==> config.mk <==
export PLATFORM = sky130hd
export DESIGN_NAME = ocmd_div_cell
export DESIGN_NICKNAME = d
export VERILOG_FILES = /design/src/rtl/core/overflow_checked_mul_div_u64_core_defines.svh /design/src/rtl/core/ocmd_pkg.sv /design/src/rtl/core/ocmd_div_cell.sv
export SDC_FILE = /design/constraint.sdc
export NUM_CORES = 1
export LEC_CHECK = 0
export BUFFER_PORTS_ARGS = -buffer_cell sky130_fd_sc_hd__buf_2
export CAP_MARGIN = 20
export CORE_AREA = 2 2 255 257
export CTS_CLUSTER_SIZE = 14
export DETAILED_ROUTE_END_ITERATION = 7
export DIE_AREA = 0 0 257 259
export GPL_TIMING_DRIVEN = 0
export MAX_ROUTING_LAYER = met4
export PLACE_DENSITY = 0.43
export SLEW_MARGIN = 20
export SYNTH_ARGS = -nofsm -noshare
export SYNTH_HDL_FRONTEND = slang
export SYNTH_SLANG_ARGS = --single-unit
==> constraint.sdc <==
create_clock -name i_clk -period 9.4 [get_ports i_clk]
set_clock_uncertainty 0.1 [all_clocks]
set_input_delay 0.94 -clock i_clk [delete_from_list [all_inputs] [get_ports i_clk]]
set_output_delay 0.94 -clock i_clk [all_outputs]
set_load 0.1 [all_outputs]
==> src/rtl/core/overflow_checked_mul_div_u64_core_defines.svh <==
// assertion helpers shared by the core
`ifndef OVERFLOW_CHECKED_MUL_DIV_U64_CORE_DEFINES_SVH
`define OVERFLOW_CHECKED_MUL_DIV_U64_CORE_DEFINES_SVH

// same-cycle implication, checked out of reset
`define OCMD_ASSERT_IMPL(lbl, ante, cons, msg) \
    lbl: assert property (@(posedge i_clk) disable iff (!i_rst_n) (ante) |-> (cons)) \
        else $error(msg);

// next-cycle implication, checked out of reset
`define OCMD_ASSERT_NEXT(lbl, ante, cons, msg) \
    lbl: assert property (@(posedge i_clk) disable iff (!i_rst_n) (ante) |=> (cons)) \
        else $error(msg);

`endif

==> src/rtl/core/ocmd_pkg.sv <==
package ocmd_pkg;

    // fixed width of every payload field
    localparam int FIELD_W = 64;

    // per-stage control travelling down the chain
    typedef struct packed {
        logic valid;
        logic fail;
    } t_ctl;

endpackage

==> src/rtl/core/ocmd_div_cell.sv <==
// one restoring division step: brings in one dividend bit, yields one quotient bit
module ocmd_div_cell #(
    parameter int W   = 64,
    parameter int BIT = 0
) (
    input  logic             i_clk,
    input  logic             i_rst_n,
    input  logic             i_en,
    input  ocmd_pkg::t_ctl   i_ctl,
    input  logic [W-1:0]     i_val,
    input  logic [W-1:0]     i_mul,
    input  logic [W-1:0]     i_den,
    input  logic [W-1:0]     i_rem,
    input  logic [W-1:0]     i_quo,
    output ocmd_pkg::t_ctl   o_ctl,
    output logic [W-1:0]     o_val,
    output logic [W-1:0]     o_mul,
    output logic [W-1:0]     o_den,
    output logic [W-1:0]     o_rem,
    output logic [W-1:0]     o_quo
);
    import ocmd_pkg::*;

    logic [W:0]   trial;
    logic         ge;
    logic [W-1:0] n_rem;
    logic [W-1:0] n_quo;
    t_ctl         r_ctl;
    logic [W-1:0] r_val, r_mul, r_den, r_rem, r_quo;

    // shift in the next dividend bit and try the subtract
    always_comb begin
        trial = {i_rem, i_val[BIT]};
        ge    = (trial >= {1'b0, i_den});
        n_rem = ge ? W'(trial - {1'b0, i_den}) : trial[W-1:0];
        n_quo = {i_quo[W-2:0], ge};
    end

    // control register
    always_ff @(posedge i_clk) begin
        if (!i_rst_n) begin
            r_ctl <= '0;
        end else if (i_en) begin
            r_ctl <= i_ctl;
        end
    end

    // payload registers
    always_ff @(posedge i_clk) begin
        if (i_en) begin
            r_val <= i_val;
            r_mul <= i_mul;
            r_den <= i_den;
            r_rem <= n_rem;
            r_quo <= n_quo;
        end
    end

    assign o_ctl = r_ctl;
    assign o_val = r_val;
    assign o_mul = r_mul;
    assign o_den = r_den;
    assign o_rem = r_rem;
    assign o_quo = r_quo;
endmodule

**Yosys cells after proc, flatten, opt, wreduce, memory -nomap -nowiden**

Cells that the tools add are included.
W data, S select, Z words.

- Input port bits: 325
- Memories kept: 0
- Register bits after elaboration: 322
- Latch bits: 0
- ROM bits: 0
- Memory bits (writable): 0
- Output and inout bits: 322

- Divide/modulo/power cells: 0
- Equality and inequality tests: 0
- Add/sub/neg operators: 1
- Reduce and logical (&&, ||, !) cells: 0
- Bitwise logic cells: 0
- Shift-type cells: 0
- $mul: 0
- Muxes and demuxes: 1
- $lt $le $gt $ge: 1

Operator list:

| kind | number |
|---|---|
| $ge A65 B64 Y1 | 1 |
| $mux W64 | 1 |
| $sub A64 B64 Y64 | 1 |

**Logic depth before layout (Yosys ltp)**

- Depth in word-level cells: 2
- Depth in mapped cells: 15
- Depth with buffers taken out: 13

**Least setup slack after synthesis**

Ideal clock, no wire load.

- Kind: input-to-reg
- From: input i_den[10]
- To: register r_rem[16] (netlist: o_rem[16]) (data pin)
- Slack: 5642 ps
- Data required time: 9040 ps
- Data arrival time: 3397 ps
- Stages: 14
- Setup time: 260 ps
- Cells stage by stage: inv_1 -> ha_1 -> and3_1 -> nor4b_2 -> o21ai_1 -> nand3_1 -> a31o_4 -> nand4b_4 -> a211oi_4 -> nor2_4 -> o31ai_4 -> buf_6 -> buf_12 -> mux2_4

- Longest elaborated chain between the ends: 2
- Elaborated cells on any way between the ends: 3
- Those cells by class: 1 x add/sub; 1 x order compare; 1 x mux

RTL lines:

| what | RTL line | RTL |
|---|---|---|
| from (decl) | ocmd_div_cell.sv:12 | `input logic [W-1:0] i_den,` |
| $sub A64 B64 Y64 / $ge A65 B64 Y1 (equally long branches) | ocmd_div_cell.sv:35, ocmd_div_cell.sv:34 |  |
| $mux W64 (*) | ocmd_div_cell.sv:35 | `n_rem = ge ? W'(trial - {1'b0, i_den}) : trial[W-1:0];` |
| named net n_rem[16] | ocmd_div_cell.sv:26 | `logic [W-1:0] n_rem;` |
| to (signal assigned) | ocmd_div_cell.sv:54 | `r_rem <= n_rem;` |
| to (decl) | ocmd_div_cell.sv:29 | `logic [W-1:0] r_val, r_mul, r_den, r_rem, r_quo;` |

The timed path passes the listed nets; every way through them passes the cells marked *.
A chain may end at the register's enable or synchronous reset.

**Worst setup path after layout**

- From: input i_den[26]
- To: register r_rem[62] (netlist: o_rem[62]) (data pin)

The elaborated chain is that of the path after synthesis.

==> results.md <==
- Max_cap viols: 0
- Filler cell count: 6519
- Final Power: 5.113 mW
- Fraction of layout cells with a size suffix above 1: 45.43%
- Synth Cell Area: 14970 sq um
- Syn nets: 1439
- Clk slew on worst S/H paths: 0.06 ns
- Logic pwr share: 33.4%
- Top Ports: 647
- Hold depth: 2
- Drt wl/cell: 21.67 microns
- Vias in the first global route: 11.63k
- Routed WL: 57180 microns
- Post-Route Setup TNS: 0 ns
- Slew @ Worst Pin: 0.6615 ns
- Area grow syn2layout: 38.98%
- Row count: 93
- # H-tree levels: 2
- Global route total overflow: 0
- Ys Warns: 0
- Total track usage: 16.85%
- # port buffers: 645
- Final period utilization: 45.17%
- Multi-input gate area: 4825 sq um
- Synth Instances: 1049
- Pleak: 9.148 nW
- Sequential-to-total area share from yosys stat: 64.44%
- Flops & latches, synth: 322
- # setup viols final: 0
- Clk_lat worst skew: 0.56 ns
- Seq pwr share: 34.7%
- Core area: 63880 sq um
- Critical path's largest stage delay: 0.62 ns
- Via-to-Cell Ratio: 4.358
- Floorplan die height: 259 microns
- Crit path kind: primary input to flip-flop
- CTS root buffer: clkbuf_16
- CP Cell Sequence: buf_2 > inv_1 > ha_1 > nand2_1 > nor2_1 > nand3_1 > nand3b_1 > o211ai_1 > a31oi_2 > o21ai_2 > a2111oi_2 > a311oi_1 > mux2_4
- Detail Route Antenna Nets: 0
- Fin nets: 2130
- CP max FO: 7
- VDD IR max: 0.1442 mV
- Critical Path RT: 9.74 ns
- Post-CTS Setup Repair Bufs: 0
- Post-synth EDFFs: 320
- Worst path slowest cell: o211ai_1
- CP startpoint kind: primary input
- TritonCTS clock tree: yes
- Min cycle time layout: 4.246 ns
- DR iter-0 viols: 700
- Hold Fails Final Rpt: 0
- First-pass GRT wire length: 80030 microns
- Int Pwr: 3.051 mW
- Hold buffer count at cts: 0
- Post-DP HPWL: 46970 microns
- Post-CTS sizing: 0
- Clk pwr share: 31.9%
- Placed Cells incl. Taps: 2553
- Gp weighted congestion: 0.8963
- Pin count of the biggest net entering global routing: 79
- Post-synth ARST share: 0%
- Max Freq: 0.2355 GHz
- Final Slew Violations: 0
- Clock sinks: 322
- Synth unique cells: 75
- CP arrival: 4.59 ns
- DR vias: 11.50k
- Min Hold Slack: 0.4162 ns
- Final core utilization: 32.58%
- PD cells: 245.7 nW/um^2
- Status: finished, final reports clean
- Synthesized area per cell: 14.27 sq um
- Sw frac: 40.33%
- Primary FF master, synth: edfxtp_1
- R2R cell count: 2
- Initial core utilization: 23.44%
- Flip-flop and latch area: 9649 sq um
- TritonCTS Buffers: 40
- Initial antenna violation count: 18
- Number of remaining DRC errors: 0
- Reg2reg setup slack: 8.70 ns
- Die width: 257 microns
- Post-Layout Cell Count: 2639
- Nature of the critical path endpoint: flip-flop
- Die area: 66560 sq um
- P_sw: 2.062 mW
- Drt first pass iters: 5
- Worst relative slew slack: 55.71%
- RSZ-0062 raised after global routing: false
- Hold Crit Class: flip-flop to flip-flop
- Max Root-Sink Buffers: 3
-- Yosys cell counts (all sizes together), types with 3 or more instances --
library cell	instances	area, sq um
o21ai	45	229.0
ha	64	800.8
and3	11	68.82
a211oi	8	77.57
a2111oi	3	51.30
nor2b	9	56.30
a21oi	65	332.8
o211ai	6	45.04
nand4	17	106.4
o31ai	6	63.81
o21a	9	67.56
and2	6	37.54
a21o	32	240.2
a31oi	13	87.58
inv	76	285.3
nor2	43	168.9
nand2	64	240.2
buf	16	163.9
nor3	11	55.05
nor3b	3	22.52
mux2i	6	60.06
a211o	3	26.28
xnor2	34	297.8
o21bai	14	105.1
edfxtp	320	9609
clkbuf	13	50.04
mux2	60	844.6
nand2b	12	75.07
nand3	18	90.09
xor2	22	192.7
-- metal layers --
layer	wire, microns	global-route usage [%]
met1	21340	17.75
met2	30300	30.65
met3	4169	4.979
met4	1367	4.393
met5	0	-
-- registers in the layout, indices dropped and copies added, names as in the netlist --
name,flops
o_ctl,2
o_den,64
o_mul,64
o_quo,64
o_rem,64
o_val,64
-- metrics by stage --
stage	instance area [sq um]	setup slack [ns]
after floorplan	14970	5.642
after global placement	19270	2.222
after detailed placement	19390	4.326
after CTS	20780	4.909
after global routing	20810	4.811
final	20810	5.154
-- cells by family after synthesis --
group                    share of synthesized area, %
flip-flops                                      64.44
AO/OA/AOI/OAI                                   10.19
AND/OR/NAND/NOR                                 7.237
buffers and inverters                           3.334
multiplexers                                    6.042
adder cells (fa/ha/maj)                         5.482
XOR/XNOR                                        3.276
-- power by group through the flow --
stage	clock network [mW]	logic [mW]	registers [mW]
global placement	0	1.71	1.82
detailed placement	0	1.72	1.81
floorplan	0	0.350	2.80
CTS	1.69	1.73	1.78
global route	1.74	1.78	1.79
finish	1.63	1.71	1.78
-- worst max-delay path, delay by kind of cell --
| family | cells | cell delay, ns |
|---|---|---|
| buffers and inverters | 2 | 0.21 |
| AOI/OAI and AO/OA | 5 | 1.71 |
| adders and majority gates | 1 | 0.41 |
| muxes | 1 | 0.23 |
| and+or+nand+nor | 4 | 1.08 |
-- worst paths after layout --
check,from,endpoint
setup / recovery,i_den[26],o_rem[62]$_DFFE_PP_
setup reg to reg,o_ctl[0]$_SDFFE_PN0P_,o_ctl[0]$_SDFFE_PN0P_
hold / removal,o_ctl[1]$_SDFFE_PN0P_,o_ctl[1]$_SDFFE_PN0P_
hold reg to reg,o_ctl[1]$_SDFFE_PN0P_,o_ctl[1]$_SDFFE_PN0P_
-- cells in the final DEF (no fill, tap or decap), types with 8 or more instances in the layout --
| cell | count |
|---|---|
| buf_2 | 653 |
| edfxtp_1 | 320 |
| inv_1 | 76 |
| nand2_1 | 64 |
| ha_1 | 64 |
| a21oi_1 | 63 |
| mux2_4 | 45 |
| nor2_1 | 42 |
| clkbuf_16 | 40 |
| o21ai_0 | 35 |
| xnor2_1 | 34 |
| a21o_1 | 32 |
| xor2_1 | 22 |
| clkbuf_1 | 18 |
| nand3_1 | 18 |
| nand4_1 | 17 |
| mux2_2 | 15 |
| o21bai_1 | 14 |
| diode_2 | 12 |
| a31oi_1 | 12 |
| nand2b_1 | 12 |
| and3_1 | 11 |
| nor3_1 | 11 |
| o21ai_1 | 9 |
| nor2b_1 | 9 |
| o21a_1 | 9 |
| clkinv_1 | 8 |
-- final cells by class --
cell class	count	area share (%)
inverters	76	1.371
well taps	855	5.141
multi-input cells	622	23.18
repair buffers	649	16.09
flip-flops and latches	322	46.37
diodes	12	0.1443
clock buffers	46	4.918
plain buffers	29	1.028
clock inverters	28	1.756
Note: power is estimated with default switching activity, not from simulation.
