===== src/rtl/core/overflow_checked_mul_div_u64_core_defines.svh =====
// assertion helpers shared by the core
`ifndef OVERFLOW_CHECKED_MUL_DIV_U64_CORE_DEFINES_SVH
`define OVERFLOW_CHECKED_MUL_DIV_U64_CORE_DEFINES_SVH

// same-cycle implication, checked out of reset
`define OCMD_ASSERT_IMPL(lbl, ante, cons, msg) \
    lbl: assert property (@(posedge i_clk) disable iff (!i_rst_n) (ante) |-> (cons)) \
        else $error(msg);

// next-cycle implication, checked out of reset
`define OCMD_ASSERT_NEXT(lbl, ante, cons, msg) \
    lbl: assert property (@(posedge i_clk) disable iff (!i_rst_n) (ante) |=> (cons)) \
        else $error(msg);

`endif


===== src/rtl/core/ocmd_pkg.sv =====
package ocmd_pkg;

    // fixed width of every payload field
    localparam int FIELD_W = 64;

    // per-stage control travelling down the chain
    typedef struct packed {
        logic valid;
        logic fail;
    } t_ctl;

endpackage


===== src/rtl/core/ocmd_scale_cell.sv =====
// one multiplier bit: double the running quotient and remainder modulo den, then add the whole and part if set
module ocmd_scale_cell #(
    parameter int W   = 64,
    parameter int BIT = 0
) (
    input  logic             i_clk,
    input  logic             i_rst_n,
    input  logic             i_en,
    input  ocmd_pkg::t_ctl   i_ctl,
    input  logic [W-1:0]     i_mul,
    input  logic [W-1:0]     i_den,
    input  logic [W-1:0]     i_whole,
    input  logic [W-1:0]     i_part,
    input  logic [W-1:0]     i_run,
    input  logic [W-1:0]     i_q,
    output ocmd_pkg::t_ctl   o_ctl,
    output logic [W-1:0]     o_mul,
    output logic [W-1:0]     o_den,
    output logic [W-1:0]     o_whole,
    output logic [W-1:0]     o_part,
    output logic [W-1:0]     o_run,
    output logic [W-1:0]     o_q
);
    import ocmd_pkg::*;

    logic [W-1:0] gap1, run1, gap2, n_run;
    logic         c1, c2, ovf1;
    logic [W-1:0] q1;
    logic [W:0]   sum2;
    logic [W-1:0] n_q;
    t_ctl         n_ctl;
    t_ctl         r_ctl;
    logic [W-1:0] r_mul, r_den, r_whole, r_part, r_run, r_q;

    // doubling step, then conditional add of whole and part
    always_comb begin
        gap1  = i_den - i_run;
        c1    = (i_run >= gap1);
        run1  = c1 ? (i_run - gap1) : (i_run + i_run);
        ovf1  = i_q[W-1];
        q1    = {i_q[W-2:0], c1};
        gap2  = i_den - i_part;
        c2    = (run1 >= gap2);
        sum2  = {1'b0, q1} + {1'b0, i_whole} + {{W{1'b0}}, c2};
        n_run = run1;
        n_q   = q1;
        n_ctl = i_ctl;
        n_ctl.fail = i_ctl.fail | ovf1;
        if (i_mul[BIT]) begin
            n_run = c2 ? (run1 - gap2) : (run1 + i_part);
            n_q   = sum2[W-1:0];
            n_ctl.fail = i_ctl.fail | ovf1 | sum2[W];
        end
    end

    // control register
    always_ff @(posedge i_clk) begin
        if (!i_rst_n) begin
            r_ctl <= '0;
        end else if (i_en) begin
            r_ctl <= n_ctl;
        end
    end

    // payload registers
    always_ff @(posedge i_clk) begin
        if (i_en) begin
            r_mul   <= i_mul;
            r_den   <= i_den;
            r_whole <= i_whole;
            r_part  <= i_part;
            r_run   <= n_run;
            r_q     <= n_q;
        end
    end

    assign o_ctl   = r_ctl;
    assign o_mul   = r_mul;
    assign o_den   = r_den;
    assign o_whole = r_whole;
    assign o_part  = r_part;
    assign o_run   = r_run;
    assign o_q     = r_q;
endmodule


===== config.mk =====
export PLATFORM = sky130hd
export DESIGN_NAME = ocmd_scale_cell
export DESIGN_NICKNAME = d
export VERILOG_FILES = /design/src/rtl/core/overflow_checked_mul_div_u64_core_defines.svh /design/src/rtl/core/ocmd_pkg.sv /design/src/rtl/core/ocmd_scale_cell.sv
export SDC_FILE = /design/constraint.sdc
export NUM_CORES = 1
export LEC_CHECK = 0
export ABC_AREA = 1
export CORE_MARGIN = 10
export CORE_UTILIZATION = 35
export DETAILED_ROUTE_END_ITERATION = 6
export DONT_BUFFER_PORTS = 1
export SYNTH_ARGS = -nofsm -noshare
export SYNTH_HDL_FRONTEND = slang
export SYNTH_SLANG_ARGS = --single-unit

===== constraint.sdc =====
create_clock -name i_clk -period 10.5 [get_ports i_clk]
set_input_delay 2.625 -clock i_clk [delete_from_list [all_inputs] [get_ports i_clk]]
set_output_delay 2.625 -clock i_clk [all_outputs]
set_load 0.05 [all_outputs]

== After elaboration in Yosys (flattened, before gate mapping) ==
Cells that the tools add are included.
Word-level totals
  register bits: 386
  bits of input ports: 389
  output and inout bits: 386
Operators by class
  add/sub/neg operators: 8
  order comparisons: 2
  mux-type cells: 5
  bitwise operators: 2
Operators with widths (count)
  two-way mux 64 bit: 4
  subtractor 64 bit: 4
  adder 64 bit: 2
  >= comparator 64 bit: 2
  adder 64 x 64 -> 65 bit: 1
  adder 65 x 1 -> 65 bit: 1
  bitwise OR 1 bit: 2
  two-way mux 1 bit: 1

== Logic depth before layout (Yosys ltp) ==
  depth in word-level cells: 7
  mapped depth: 63

== Least setup slack after synthesis ==
Ideal clock, no wire load.
  kind: in2reg
  start point: input i_den[0]
  end point: register r_q[40] (netlist: o_q[40]) (data pin)
  setup time: 0.254 ns
  arrival time: 10.123 ns
  required time: 10.246 ns
  setup slack: 0.124 ns
  stages: 59
  path buffers: 5
  cell sequence: inv_1 -> ha_1 -> inv_1 -> fa_1 -> nand3_1 -> nand2_1 -> nand2_1 -> nand3_1 -> a21oi_1 -> o21ai_0 -> nand3_1 -> nand3_1 -> nand2_1 -> o211ai_1 -> a21o_1 -> nand2_1 -> nand2_1 -> ha_1 -> [23 not listed] -> inv_1 -> fa_1 -> inv_1 -> nand2_1 -> o21ai_1 -> inv_1 -> o21ai_1 -> nand2_1 -> nand2_1 -> a21oi_1 -> o21ai_1 -> nand3_1 -> nand2_1 -> nand2_1 -> nand2_1 -> nand2_1 -> nand3_1 -> nand2_1
On the way
  longest elaborated chain between the ends: 6
  elaborated cells between the ends (all ways): 9
  classes of those cells: add/sub: 5; order compare: 2; mux: 2
Ends and longest elaborated chain
  start, declared: RTL line ocmd_scale_cell.sv:11  | input logic [W-1:0] i_den,
  subtractor 64 bit: RTL line ocmd_scale_cell.sv:37  | gap1 = i_den - i_run;
  subtractor 64 bit or >= comparator 64 bit (tied branches): RTL line ocmd_scale_cell.sv:39, ocmd_scale_cell.sv:38
  two-way mux 64 bit: RTL line ocmd_scale_cell.sv:39  | run1 = c1 ? (i_run - gap1) : (i_run + i_run);
  >= comparator 64 bit: RTL line ocmd_scale_cell.sv:43  | c2 = (run1 >= gap2);
  adder 65 x 1 -> 65 bit (*): RTL line ocmd_scale_cell.sv:44  | sum2 = {1'b0, q1} + {1'b0, i_whole} + {{W{1'b0}}, c2};
  two-way mux 64 bit (*): RTL line ocmd_scale_cell.sv:49  | if (i_mul[BIT]) begin
  via n_q[40]: RTL line ocmd_scale_cell.sv:30  | logic [W-1:0] n_q;
  end signal, assigned: RTL line ocmd_scale_cell.sv:73  | r_q <= n_q;
  end, declared: RTL line ocmd_scale_cell.sv:33  | logic [W-1:0] r_mul, r_den, r_whole, r_part, r_run, r_q;
Mark *: on every way through the listed nets, which the timed path passes. The rest lies on a longest branch.
A chain may end at the register's enable or synchronous reset.

== Worst setup path after layout ==
  start point: input i_run[36]
  end point: register r_q[51] (netlist: o_q[51]) (data pin)
On the way
  longest elaborated chain between the ends: 6
  elaborated cells between the ends (all ways): 9
  classes of those cells: add/sub: 5; order compare: 2; mux: 2
Ends and longest elaborated chain
  start, declared: RTL line ocmd_scale_cell.sv:14  | input logic [W-1:0] i_run,
  subtractor 64 bit: RTL line ocmd_scale_cell.sv:37
  subtractor 64 bit or >= comparator 64 bit (tied branches): RTL line ocmd_scale_cell.sv:39, ocmd_scale_cell.sv:38
  two-way mux 64 bit: RTL line ocmd_scale_cell.sv:39
  >= comparator 64 bit: RTL line ocmd_scale_cell.sv:43
  adder 65 x 1 -> 65 bit (*): RTL line ocmd_scale_cell.sv:44
  two-way mux 64 bit (*): RTL line ocmd_scale_cell.sv:49
  via n_q[51]: RTL line ocmd_scale_cell.sv:30
Marked as above.

==> impl_metrics.yaml <==
timing:
  hold_viol: 0
  rsz0062_at_grt: "true"
  setup-tns-final_ns: 0
  finClkSkew_ns: 0
  fin_crit_sh: 0.975
  worst-slew-pin-transition_ns: 1.02
  period_minus_slack_ns: 10.24
  timing.fmax_mhz: 97.7
  slew-limit-headroom: 0.321
  finalSetupViolations: 0
  drv_slew: 0
min_path:
  hold_class: "flop to flop"
  hold_depth: 2
  hold_end: "o_ctl[1]"
  hold_start: "o_ctl[1]"
global_routing:
  grt_remaining_overflow: 0
  grt_start_max_net_pins: 388
  grt_pass1_wl_mm: 291
  grt_usage: 0.309
  antenna_found_initial: 13
  grt_pass1_vias: 44500
cells_and_area:
  fin_nets: 7702
  postLayoutCoreUtil: 0.480
  layout_common_cells: "buf_4, nand2_1, inv_1"
  final_area_um2: 54100
  final_common_cell: "buf_4"
  syn2layout_area_growth_pct: 36.2
  drive_gt1_frac: 0.238
drt:
  dr.pass1.iters: 6
  highest_layer: "met5"
  wire_per_inst_um: 24.8
  wl_met1_mm: 85.8
  wl_met3_mm: 15.1
  vias: 45000
  antenna_left: 0
  drc: 0
  route.met2.wl_mm: 101
  drt_wl_total_mm: 210
  vias_per_cell: 5.31
  drt_iter0_markers: 3908
setup_path:
  cp_slowest_cell: "fa_2"
  regToRegSetupSlack_ns: 9.47
  reg2reg_from: "o_ctl[0]"
  r2r-end: "o_ctl[0]"
  ff2ff_path_depth: 2
  cp.required_ns: 10.87
  cp.arrival_ns: 10.60
  start_kind: "input pin"
  cp_max_fo: 8
  end_kind: "flop"
  path_class: "input pin to flop"
  slowest_delay_ns: 0.49
logic_synthesis:
  syn-num-nets: 6454
  synth_edf_count: 384
  ys_warn_count: 0
  synthCells: 5678
  ys.flop_type: "edfxtp_1"
  synth_area_um2: 39700
  synth.avg_cell_area_um2: 6.99
  ys_seq_elements: 386
  ys_types: 53
  ys_seq_area_frac: 0.292
  async_flop_share: 0
clock_tree:
  cts.sinks: 386
  cts_tree: "yes"
  worstSkewPairLatency_ns: 0.62
  cts_max_level: 2
  clockBufferDepth: 3
  root_buffer: "clkbuf_16"
  ctsHoldBuffers: 0
  numCtsBuffers: 42
  cts.clk_slew.worst_paths_ns: 0.06
floorplanning:
  die-height_um: 357
  core_um2: 112000
  io_pins: 775
  design.die.area_um2: 127000
  start_util: 0.353
  rows: 123
  die_x_um: 357
placement:
  placed_cell_area_um2: 50400
  gp_congestion: 0.997
  dp.final_hpwl_mm: 180
  io_buffer_count: 0
power:
  power_w: 0.0134
  p_leak_nw: 24.8
  p_per_area_nw_per_um2: 248
  ir_worst_vdd_uv: 206
outcome:
  status: "completed"
flow_run:
  maxCapViolCount: 0
[area by class of cell]
type                    instances  area (um^2)
clock inverters                22          304
inverters                     798         3020
flip-flops and latches        386        11600
diodes                          9         22.5
clock buffers                  51         1110
multi-input cells            4437        26400
repair buffers               1261         9810
well taps                    1500         1880
fillers                     11600        58400
[worst max-delay path by stage]
stage,from,endpoint,slack [ns],cells past startpoint
floorplan,i_den[0],o_q[40],0.12,59
global placement,i_run[41],o_q[40],-1.38,54
detailed placement,i_run[41],o_q[40],-1.48,54
CTS,i_den[0],o_q[59],0.003,52
global route,i_den[0],o_q[40],-0.10,62
finish,i_run[36],o_q[51],0.26,54
[power breakdown]
group          internal, W  switching, W  total (W)  leakage [nW]
Clock             0.000903      0.000670    0.00157         0.681
Sequential         0.00202      0.000919    0.00294          3.77
Combinational      0.00388       0.00500    0.00888          20.3
[state kept, by name, summed over array words and instances (netlist names)]
signal / count
o_q: 64
o_part: 64
o_den: 64
o_whole: 64
o_run: 64
o_mul: 64
o_ctl: 2
[per-stage QoR]
step,setup slack (ns),hold slack [ns],cells
after floorplan,0.124,0.746,5678
after global placement,-1.38,0.778,8324
after detailed placement,-1.48,0.790,8324
after CTS,0.00259,0.809,8405
after global routing,-0.105,0.853,8459
final,0.264,0.808,8464
[Yosys cell counts, drive strengths merged, types with 8 or more instances]
cell    instances  area share
nand2        1252        0.12
inv           798       0.075
nor2          695       0.066
a21oi         593       0.075
o21ai         438       0.056
edfxtp        384        0.29
ha            380        0.12
nand3         236       0.030
xor2          151       0.033
xnor2         142       0.031
a31oi         109       0.017
nor3           66      0.0086
o21bai         65       0.012
a21o           45      0.0085
nor4           33      0.0054
or2            33      0.0052
buf            32      0.0049
o211ai         32      0.0061
o21a           29      0.0055
nand4          28      0.0044
clkbuf         25      0.0024
a21boi         22      0.0042
nand3b         19      0.0036
and3            9      0.0014
o22ai           9      0.0016
a221oi          8      0.0018
o31ai           8      0.0015
[metal layers]
layer  vias up  track usage
li1      21700            -
met1     21300        0.383
met2      1690        0.539
met3       308       0.0518
met4         2        0.101
met5         -            0
[worst max-delay path: cells and delay by family]
kind / cells / cell delay (ns)
AO/OA/AOI/OAI: 7 / 1.42
AND/OR/NAND/NOR: 30 / 3.12
buffers and inverters: 12 / 1.77
adder cells (fa/ha/maj): 4 / 1.51
XOR/XNOR: 1 / 0.13
[timing repair]
action / 4_1_cts / 5_1_grt
cloned: 1 / 9
endpoints found under the setup margin: 56 / 56
pin swaps: 9 / 110
buffers inserted: 7 / 42
gates resized for setup: 79 / 342
endpoints found under the hold margin: 0 / 0
[logic make-up after synthesis]
kind of cell,count (synthesis),synth area share
and+or+nand+nor,2378,0.244
AOI/OAI and AO/OA,1379,0.194
buffers and inverters,855,0.0827
adders and majority gates,387,0.123
DFF,386,0.292
xor gates and xnor gates,293,0.0646
(Power assumes the default switching activity.)
